[src/rtl/core/m4vt_pkg.sv]
// Package with the request, response and lane result types of the matrix-vector transform.
package m4vt_pkg;

  localparam int unsigned DATA_W = 32;
  localparam int unsigned DIM    = 4;

  // Request type codes.
  localparam logic [1:0] REQ_LOAD   = 2'd0;
  localparam logic [1:0] REQ_VECTOR = 2'd1;
  localparam logic [1:0] REQ_POINT  = 2'd2;

  typedef struct packed {
    logic [1:0]                req_type;
    logic [1:0]                column;
    logic signed [DATA_W-1:0]  in_x;
    logic signed [DATA_W-1:0]  in_y;
    logic signed [DATA_W-1:0]  in_z;
    logic signed [DATA_W-1:0]  in_w;
  } req_t;

  typedef struct packed {
    logic signed [DATA_W-1:0]  out_x;
    logic signed [DATA_W-1:0]  out_y;
    logic signed [DATA_W-1:0]  out_z;
    logic signed [DATA_W-1:0]  out_w;
    logic                      saturated;
  } resp_t;

  // What one lane hands to the merge stage.
  typedef struct packed {
    logic signed [DATA_W-1:0]  dot;
    logic                      sat;
  } lane_res_t;

endpackage

[src/rtl/core/m4vt_merge.sv]
// Merge stage: gathers the four lane results into the registered response.
module m4vt_merge (
  input  logic                                   clk,
  input  logic                                   en,
  input  logic                                   point,
  input  m4vt_pkg::lane_res_t [m4vt_pkg::DIM-1:0] lanes,
  output m4vt_pkg::resp_t                        resp
);

  m4vt_pkg::resp_t resp_next;

  always_comb begin
    resp_next.out_x = lanes[0].dot;
    resp_next.out_y = lanes[1].dot;
    resp_next.out_z = lanes[2].dot;
    // In point mode the fourth row carries no meaning and does not flag.
    if (point) begin
      resp_next.out_w     = '0;
      resp_next.saturated = lanes[0].sat | lanes[1].sat | lanes[2].sat;
    end else begin
      resp_next.out_w     = lanes[3].dot;
      resp_next.saturated = lanes[0].sat | lanes[1].sat | lanes[2].sat | lanes[3].sat;
    end
  end

  always_ff @(posedge clk) begin
    if (en) begin
      resp <= resp_next;
    end
  end

endmodule
[config.mk]
export PLATFORM = sky130hd
export DESIGN_NAME = m4vt_merge
export DESIGN_NICKNAME = d
export VERILOG_FILES = /design/src/rtl/core/m4vt_pkg.sv /design/src/rtl/core/m4vt_merge.sv
export SDC_FILE = /design/constraint.sdc
export NUM_CORES = 1
export LEC_CHECK = 0
export BUFFER_PORTS_ARGS = -buffer_cell sky130_fd_sc_hd__buf_2
export CELL_PAD_IN_SITES_DETAIL_PLACEMENT = 1
export CELL_PAD_IN_SITES_GLOBAL_PLACEMENT = 1
export CORE_MARGIN = 2
export CORE_UTILIZATION = 30
export DETAILED_ROUTE_END_ITERATION = 12
export PLACE_DENSITY = 0.83
export SYNTH_ARGS = -nofsm -noshare
export SYNTH_HDL_FRONTEND = slang
export SYNTH_SLANG_ARGS = --single-unit
[constraint.sdc]
create_clock -name clk -period 0.8 [get_ports clk]
set_input_delay 0.16 -clock clk [delete_from_list [all_inputs] [get_ports clk]]
set_output_delay 0.16 -clock clk [all_outputs]
set_load 0.03 [all_outputs]
==> impl_metrics.json, run 1 <==
{
  "outcome": "finished with violations",
  "failed_checks": "setup timing",
  "area.growth.synth_to_final_pct": 96.9,
  "hold_end": "resp[11]",
  "synth_fa_ha_area_share_pct": 0,
  "synthTopCellsByArea": "edfxtp_1, nor2b_1, buf_4",
  "htreeDepth": 4,
  "boundaryPins": 264,
  "p_per_area_mw_per_mm2": 2430,
  "hold_depth": 2,
  "drv_cap": 0,
  "fin_util_pct": 60.9,
  "dp_slack_ps": -164,
  "synth-xor-area-share_pct": 0,
  "synthMuxAreaShare_pct": 0,
  "synthCells": 167,
  "cpLargestDelayFamily": "flip-flops",
  "ant_nets": 0,
  "fillers": 1239,
  "start_util_pct": 30.9,
  "regMostFlops": "resp",
  "drcViolationCount": 0,
  "max_freq_mhz": 841,
  "wl_per_cell_um": 21.0,
  "cp_num_buf_inv": 1,
  "fp.dieArea_mm2": 0.0147,
  "fin_crit_sh_pct": 149,
  "dieWidth_um": 121,
  "ir_worst_vdd_mv": 1.27,
  "synth-warning-count": 0,
  "die-height_um": 121,
  "finalCriticalPeriod_ps": 1190,
  "synth.avg_cell_area_um2": 24.6,
  "cp.required_ps": 640,
  "synth.ff_latch_count": 129,
  "numCtsBuffers": 17,
  "grt_pass1_vias": 3636,
  "track_usage_pct": 21.3,
  "p_total_mw": 19.6,
  "path_clk_slew_ps": 60,
  "critical_path_arrival_ps": 1030,
  "hold_path_class": "primary input to register",
  "synth.distinct_cells": 6,
  "synth_edf_count": 129,
  "regArea_mm2": 0.00387,
  "cts_tree": "yes",
  "yosysTopAreaCell": "edfxtp_1",
  "cts_buffer_depth": 2,
  "min-delay-start": "lanes[110]",
  "end_kind": "primary output",
  "grt_max_degree": 64,
  "max_slew.worst_pin.slew_ps": 354,
  "ys_seq_area_share_pct": 94.2,
  "grt_pass1_wl_um": 22100,
  "syn-cell-area_mm2": 0.00411,
  "layout-drive-gt1-share_pct": 53.2,
  "first_iter_violations": 230,
  "synth_top_family_by_area": "simple AND/OR/NAND/NOR gates",
  "placementRows": 42,
  "start_kind": "register",
  "clock_tree.root_cell": "clkbuf_16",
  "antenna_found_initial": 1,
  "synthTopCellsByCount": "edfxtp_1, nor2b_1, buf_4",
  "p_leak_nw": 3.38,
  "multi_input_area_um2": 210,
  "async_flop_share_pct": 0,
  "vias": 3178,
  "slew_viol_final": 0,
  "fin_nets": 682,
  "crit_path_cell_trace": "buf_6",
  "setup_viol": 129,
  "largestRegisters": "resp x129",
  "first_pass_iters": 4,
  "yosys.area_share.simple_pct": 4.99,
  "overflow": 0,
  "dp_hpwl_um": 8390,
  "worst_path_max_delay_cell": "edfxtp_1",
  "io_buffers": 263,
  "clkSinkCount": 129,
  "synth_compound_area_share_pct": 0.122,
  "synth.most_common_cell": "edfxtp_1",
  "ys.flop_type": "edfxtp_1",
  "largest_register_ffs": 129,
  "grt_setup_unrepaired": "yes",
  "finalHoldViolCount": 0,
  "synthesis.nets": 302,
  "yosysTopAreaCellShare_pct": 94.2,
  "cp_max_fo": 1,
  "vias_per_cell": 4.31,
  "gp_congestion": 0.710,
  "critical_path_class": "register to primary output",
  "relSlewSlack_pct": 76.4,
  "core_region_area_mm2": 0.0133,
  "layout_setup_ws_ps": -389,
  "wirelength_um": 15500,
  "cp_slowest_stage_delay_ps": 440
}
==> cell usage in the layout (no fill, tap or decap) <==
| cell | instances |
|---|---|
| buf_6 | 129 |
| dlygate4sd3_1 | 96 |
| inv_1 | 1 |
| edfxtp_1 | 129 |
| clkbuf_16 | 17 |
| nor2b_1 | 32 |
| diode_2 | 1 |
| inv_6 | 4 |
| clkbuf_1 | 1 |
| bufinv_16 | 3 |
| clkinv_1 | 1 |
| buf_2 | 133 |
| nor3_1 | 1 |
| o21ai_1 | 1 |
| clkinv_4 | 4 |
| clkinvlp_4 | 2 |
| buf_4 | 2 |
| buf_12 | 4 |
==> final cells by class <==
type                       instances  area share (%)
inverter                           1          0.0464
sequential                       129            47.9
clock inverter                    14            2.21
clock buffer                      18            5.30
timing repair buffer             364            39.2
antenna                            1          0.0309
tap                              176            2.72
multi-input combinational         34            2.60
==> how the worst max path moves through the flow <==
stage | cells past startpoint | startpoint | slack, ps | end
3_3_place_gp | 2 | en | -130 | resp[65]
6_report | 1 | resp[35] | -390 | resp[35]
2_1_floorplan | 0 | resp[0] | 140 | resp[0]
4_1_cts | 1 | resp[81] | -380 | resp[81]
5_1_grt | 1 | resp[35] | -410 | resp[35]
3_5_place_dp | 2 | en | -160 | resp[126]
==> cells by family after synthesis <==
family	Yosys count
DFF	129
and+or+nand+nor	33
buffers and inverters	4
AOI/OAI and AO/OA	1
==> power by group <==
part           switching, mW  leakage (nW)  internal (mW)
combinational           1.71          1.83           1.55
sequential             0.306          1.26           8.06
clock                   3.08         0.290           4.95
==> routing by layer <==
metal / up-vias / share of wire (%) / GRT usage [%]
met5: - / 0 / 0
met3: 29 / 9.1 / 7.71
met2: 203 / 53 / 38.3
li1: 1408 / - / -
met1: 1538 / 35 / 22.3
met4: 0 / 3.1 / 9.23
==> through the flow <==
| stage | std cells | setup TNS (ps) | area (um2) | hold WS (ps) |
|---|---|---|---|---|
| floorplan | 167 | 0 | 4110 | 259 |
| detailed placement | 608 | -17110 | 5710 | 338 |
| global placement | 608 | -13500 | 5710 | 338 |
| CTS | 736 | -42850 | 8090 | 20.1 |
| finish | 737 | -41620 | 8090 | 37.8 |
| global route | 737 | -45760 | 8090 | 35.3 |
==> repair_timing <==
item,4_1_cts,5_1_grt
hold endpoints to repair,96,0
setup endpoints to repair,129,129
hold buffers,96,0
buffers inserted,0,0
gates resized for setup,258,0
pin swaps,0,0
No activity file was read; power rests on OpenSTA's default activity.
==> run 2: changes to the inputs <==
--- a/config.mk
+++ b/config.mk
@@ -5,7 +5,9 @@
 export SDC_FILE = /design/constraint.sdc
 export NUM_CORES = 1
 export LEC_CHECK = 0
+export ABC_AREA = 1
 export BUFFER_PORTS_ARGS = -buffer_cell sky130_fd_sc_hd__buf_2
+export CAP_MARGIN = 20
 export CELL_PAD_IN_SITES_DETAIL_PLACEMENT = 1
 export CELL_PAD_IN_SITES_GLOBAL_PLACEMENT = 1
 export CORE_MARGIN = 2
==> run 2 against run 1 <==
Against the previous run:
- critical endpoint is now resp[108]
- synthesized area grew 1.8%
- via count grew 2.3%
- sequential cell count is the same
- critical path depth is the same
- hold slack lost 11 ps
- the run still ends with setup timing left
- clock-buffer cell count grew 1
- routed wire length grew 0.67%
- largest power group unchanged
- fmax shrank 0.98%
==> impl_metrics.json, run 2 <==
{
  "core_region_area_mm2": 0.0138,
  "regMostFlops": "resp",
  "vias_per_cell": 4.19,
  "grt_pass1_wl_um": 21900,
  "crit_path_cell_trace": "buf_6",
  "area.growth.synth_to_final_pct": 94.0,
  "wirelength_um": 15600,
  "synth.avg_cell_area_um2": 20.7,
  "synth-warning-count": 0,
  "fin_nets": 716,
  "io_buffers": 263,
  "first_pass_iters": 4,
  "synthCells": 202,
  "overflow": 0,
  "yosysTopAreaCellShare_pct": 92.6,
  "synth.ff_latch_count": 129,
  "wl_per_cell_um": 20.1,
  "grt_max_degree": 65,
  "dieWidth_um": 122,
  "mostFrequentLayoutCells": "buf_2, buf_6, edfxtp_1, dlygate4sd3_1, inv_1",
  "p_per_area_mw_per_mm2": 2380,
  "fin_crit_sh_pct": 150,
  "cp_slowest_stage_delay_ps": 450,
  "start_util_pct": 30.4,
  "setup_viol": 129,
  "largestRegisters": "resp x129",
  "cp_num_buf_inv": 1,
  "layout_commonest_cell": "buf_2",
  "outcome": "finished with violations",
  "ys.flop_type": "edfxtp_1",
  "cp_max_fo": 1,
  "worst_path_max_delay_cell": "edfxtp_1",
  "cp.required_ps": 640,
  "htreeDepth": 4,
  "synthTopCellsByArea": "edfxtp_1, inv_1, nor2_1",
  "slew_viol_final": 0,
  "largest_register_ffs": 129,
  "antenna_found_initial": 2,
  "fin_util_pct": 58.9,
  "ant_nets": 0,
  "synth_edf_count": 129,
  "synthTopCellsByCount": "edfxtp_1, inv_1, nor2_1",
  "numCtsBuffers": 17,
  "critical_path_class": "register to primary output",
  "ys_seq_area_share_pct": 92.6,
  "gp_congestion": 0.697,
  "die-height_um": 122,
  "drcViolationCount": 0,
  "ir_worst_vdd_mv": 1.38,
  "syn-cell-area_mm2": 0.00418,
  "cts_tree": "yes",
  "synth.most_common_cell": "edfxtp_1",
  "hold_path_class": "primary input to register",
  "yosysTopAreaCell": "edfxtp_1",
  "boundaryPins": 264,
  "fp.dieArea_mm2": 0.0149,
  "failed_checks": "setup timing",
  "placementRows": 43,
  "clkSinkCount": 129,
  "fin_cells": 776,
  "p_leak_nw": 3.54,
  "synth.distinct_cells": 7,
  "layout-drive-gt1-share_pct": 49.8,
  "grt_setup_unrepaired": "yes",
  "max_freq_mhz": 833,
  "clock_tree.root_cell": "clkbuf_16",
  "max_slew.worst_pin.slew_ps": 350,
  "dp_slack_ps": -168,
  "critical_path_arrival_ps": 1040,
  "cts_buffer_depth": 2,
  "synthesis.nets": 337,
  "dp_hpwl_um": 8620,
  "start_kind": "register",
  "cpLargestDelayFamily": "flip-flops",
  "path_clk_slew_ps": 70,
  "finalCriticalPeriod_ps": 1200,
  "layout_setup_ws_ps": -401,
  "vias": 3250,
  "relSlewSlack_pct": 76.7,
  "track_usage_pct": 20.9,
  "place_inst": 646,
  "p_total_mw": 19.3,
  "async_flop_share_pct": 0,
  "fillers": 1354,
  "first_iter_violations": 183,
  "drv_cap": 0,
  "grt_pass1_vias": 3672,
  "finalHoldViolCount": 0,
  "end_kind": "primary output"
}
-- run 2: cell count changes in the layout (fill, tap and decap cells not counted), moves of 2 or more --
cell	delta
nor2_2	+2
nor2b_1	-32
clkinv_1	+3
inv_1	+33
clkinvlp_4	-2
clkinv_4	-3
inv_6	-3
clkinv_2	+4
nor2_1	+31
-- run 2: through the flow --
step / TNS [ps] / area, um2 / hold WS [ps]
finish: -41710 / 8120 / 26.6
global route: -45500 / 8120 / 23.5
CTS: -43360 / 8110 / 10.9
detailed placement: -19490 / 5770 / 338
global placement: -16620 / 5770 / 337
floorplan: 0 / 4180 / 259
-- run 2: where the power goes --
part / total (mW) / switching, mW / internal, mW / leakage [nW]
sequential: 8.37 / 0.306 / 8.06 / 1.26
combinational: 3.28 / 1.74 / 1.54 / 2.00
clock: 7.68 / 2.84 / 4.84 / 0.285
-- run 2: logic make-up after synthesis --
kind of cell           Yosys count  synth area share, %
AND/OR/NAND/NOR                 35                 3.29
buffers and inverters           38                 4.13
flip-flops                     129                 92.6
-- run 2: final timing paths --
kind | slack, ps | from | end | cells past startpoint
max | -400 | resp[108] | resp[108] | 1
min | 30 | lanes[121] | resp[22] | 3
-- run 2: final cells by class --
class,instances,area (um2),share of cell area (%)
repair buffers,364,3170,39.1
clock buffers,19,433,5.33
well taps,180,225,2.77
clock inverters,13,143,1.76
inverters,34,128,1.57
flip-flops and latches,129,3870,47.7
diodes,2,5.00,0.0616
multi-input cells,35,138,1.70
-- run 2: timing repair --
| item | 4_1_cts | 5_1_grt |
|---|---|---|
| resized for setup | 258 | 0 |
| hold buffers | 96 | 0 |
| setup endpoints to repair | 129 | 129 |
| setup buffers | 0 | 0 |
| hold endpoints to repair | 96 | 0 |
-- run 2: routing by layer --
metal  vias to the layer above  GRT usage [%]  routed length [um]
li1                       1478              -                   -
met1                      1561           21.2                5390
met2                       190           39.1                8540
met3                        21           6.69                1300
met4                         0           9.12                 365
met5                         -              0                   0
==> run 3: changes to the inputs <==
--- a/config.mk
+++ b/config.mk
@@ -13,7 +13,7 @@
 export CORE_MARGIN = 2
 export CORE_UTILIZATION = 30
 export DETAILED_ROUTE_END_ITERATION = 12
-export PLACE_DENSITY = 0.83
+export PLACE_DENSITY = 0.8
 export SYNTH_ARGS = -nofsm -noshare
 export SYNTH_HDL_FRONTEND = slang
 export SYNTH_SLANG_ARGS = --single-unit
==> constraint.sdc (replaced) <==
create_clock -name clk -period 1.5 [get_ports clk]
set_input_delay 0.3 -clock clk [delete_from_list [all_inputs] [get_ports clk]]
set_output_delay 0.3 -clock clk [all_outputs]
set_load 0.03 [all_outputs]
==> run 3 against run 2 <==
Against the previous run:
- the flow now finishes without violations
- combinational power is 64% lower
- first-iteration DRC count grew 1.1%
- sequential cell count did not move
- power down 52%
- non-clock buffer count down 97
- critical endpoint is now resp[126]
- largest cell class unchanged
- largest power group unchanged
==> impl_metrics.json, run 3 (synthesis results as in run 2) <==
{
  "critPathCapture": "resp[126]",
  "dp_hpwl_um": 8560,
  "ir_worst_vdd_mv": 0.676,
  "first_pass_iters": 4,
  "clock_tree.root_cell": "clkbuf_16",
  "finalCriticalPeriod_ps": 1300,
  "clkSinkCount": 129,
  "finalHoldViolCount": 0,
  "die-height_um": 122,
  "drv_cap": 0,
  "hold_path_class": "primary input to register",
  "largestRegisters": "resp x129",
  "start_kind": "register",
  "path_clk_slew_ps": 60,
  "cp_num_buf_inv": 1,
  "cpLargestDelayFamily": "flip-flops",
  "relSlewSlack_pct": 76.8,
  "fillers": 1473,
  "crit_path_cell_trace": "buf_2",
  "critical_path_arrival_ps": 1000,
  "fp.dieArea_mm2": 0.0149,
  "largest_register_ffs": 129,
  "fin_nets": 619,
  "critical_path_class": "register to primary output",
  "fin_crit_sh_pct": 86.4,
  "cts_setup_buffers": 0,
  "grt_max_degree": 66,
  "grt_setup_unrepaired": "no",
  "area.growth.synth_to_final_pct": 50.0,
  "fin_tns_setup_ps": 0,
  "max_freq_mhz": 771,
  "htreeDepth": 4,
  "track_usage_pct": 14.8,
  "cp.required_ps": 1200,
  "dieWidth_um": 122,
  "cts_buffer_depth": 2,
  "grt_pass1_vias": 2898,
  "layout_commonest_cell": "buf_2",
  "grt_pass1_wl_um": 15900,
  "boundaryPins": 264,
  "regMostFlops": "resp",
  "gp_congestion": 0.700,
  "io_buffers": 263,
  "crit_cells": 1,
  "wl_per_cell_um": 16.5,
  "core_region_area_mm2": 0.0138,
  "ant_nets": 0,
  "cp_max_fo": 1,
  "min-delay-start": "lanes[52]",
  "p_leak_nw": 2.83,
  "layout-drive-gt1-share_pct": 59.5,
  "p_per_area_mw_per_mm2": 1470,
  "overflow": 0,
  "max_slew.worst_pin.slew_ps": 349,
  "drcViolationCount": 0,
  "start_util_pct": 30.4,
  "wirelength_um": 11100,
  "outcome": "completed",
  "diodes": 0,
  "setup_viol": 0,
  "p_total_mw": 9.22,
  "worst_path_max_delay_cell": "edfxtp_1",
  "fin_util_pct": 45.6,
  "placementRows": 43,
  "cp_slowest_stage_delay_ps": 390,
  "mostFrequentLayoutCells": "buf_2, edfxtp_1, inv_1, nor2_1, clkbuf_16",
  "end_kind": "primary output",
  "holdBufCountCts": 0,
  "vias": 2777,
  "vias_per_cell": 4.11,
  "numCtsBuffers": 17,
  "slew_viol_final": 0,
  "first_iter_violations": 185,
  "cts_resized": 0,
  "worstSetupStartpoint": "resp[126]",
  "cts_tree": "yes",
  "antenna_found_initial": 0
}
-- run 3: changes by cell type in the layout (fill, tap and decap cells not counted), sizes merged --
cell and change:
dlygate4sd3 -96, clkinvlp +3, bufinv -2, diode -2, buf -1, clkbuf -1
clkinv -1
-- run 3: worst min-delay path by stage --
stage                            to  slack (ps)  cells after the start
final                      resp[83]          60                      1
after global routing       resp[79]          40                      1
after CTS                  resp[83]          40                      1
after detailed placement   resp[86]         480                      1
after global placement    resp[124]         480                      1
after floorplan           resp[100]         400                      0
-- run 3: layout make-up --
cell class | instances | area, um2 | share of cell area (%)
sequential | 129 | 3870 | 61.7
multi-input combinational | 35 | 138 | 2.19
inverter | 34 | 128 | 2.03
clock buffer | 18 | 429 | 6.84
timing repair buffer | 267 | 1390 | 22.1
clock inverter | 13 | 96.3 | 1.54
tap | 180 | 225 | 3.59
-- run 3: stage by stage --
stage | std cells | cell area, um2 | worst slack, ps | hold slack [ps]
floorplan | 202 | 4180 | 690 | 399
CTS | 676 | 6280 | 163 | 36.6
global placement | 645 | 5750 | 394 | 476
finish | 676 | 6280 | 203 | 64.8
global route | 676 | 6280 | 159 | 42.9
detailed placement | 645 | 5750 | 371 | 479
-- run 3: per-layer routing --
layer,GRT usage [%],wire length [um]
met1,15.6,3970
met2,25.4,5750
met5,0,0
met3,6.41,1190
met4,7.18,233
-- run 3: power by group --
part           switching [mW]  internal [mW]  total [mW]
Sequential             0.0744           4.29        4.36
Clock                    1.44           2.23        3.67
Combinational           0.845          0.338        1.18
Total                    2.36           6.86        9.22
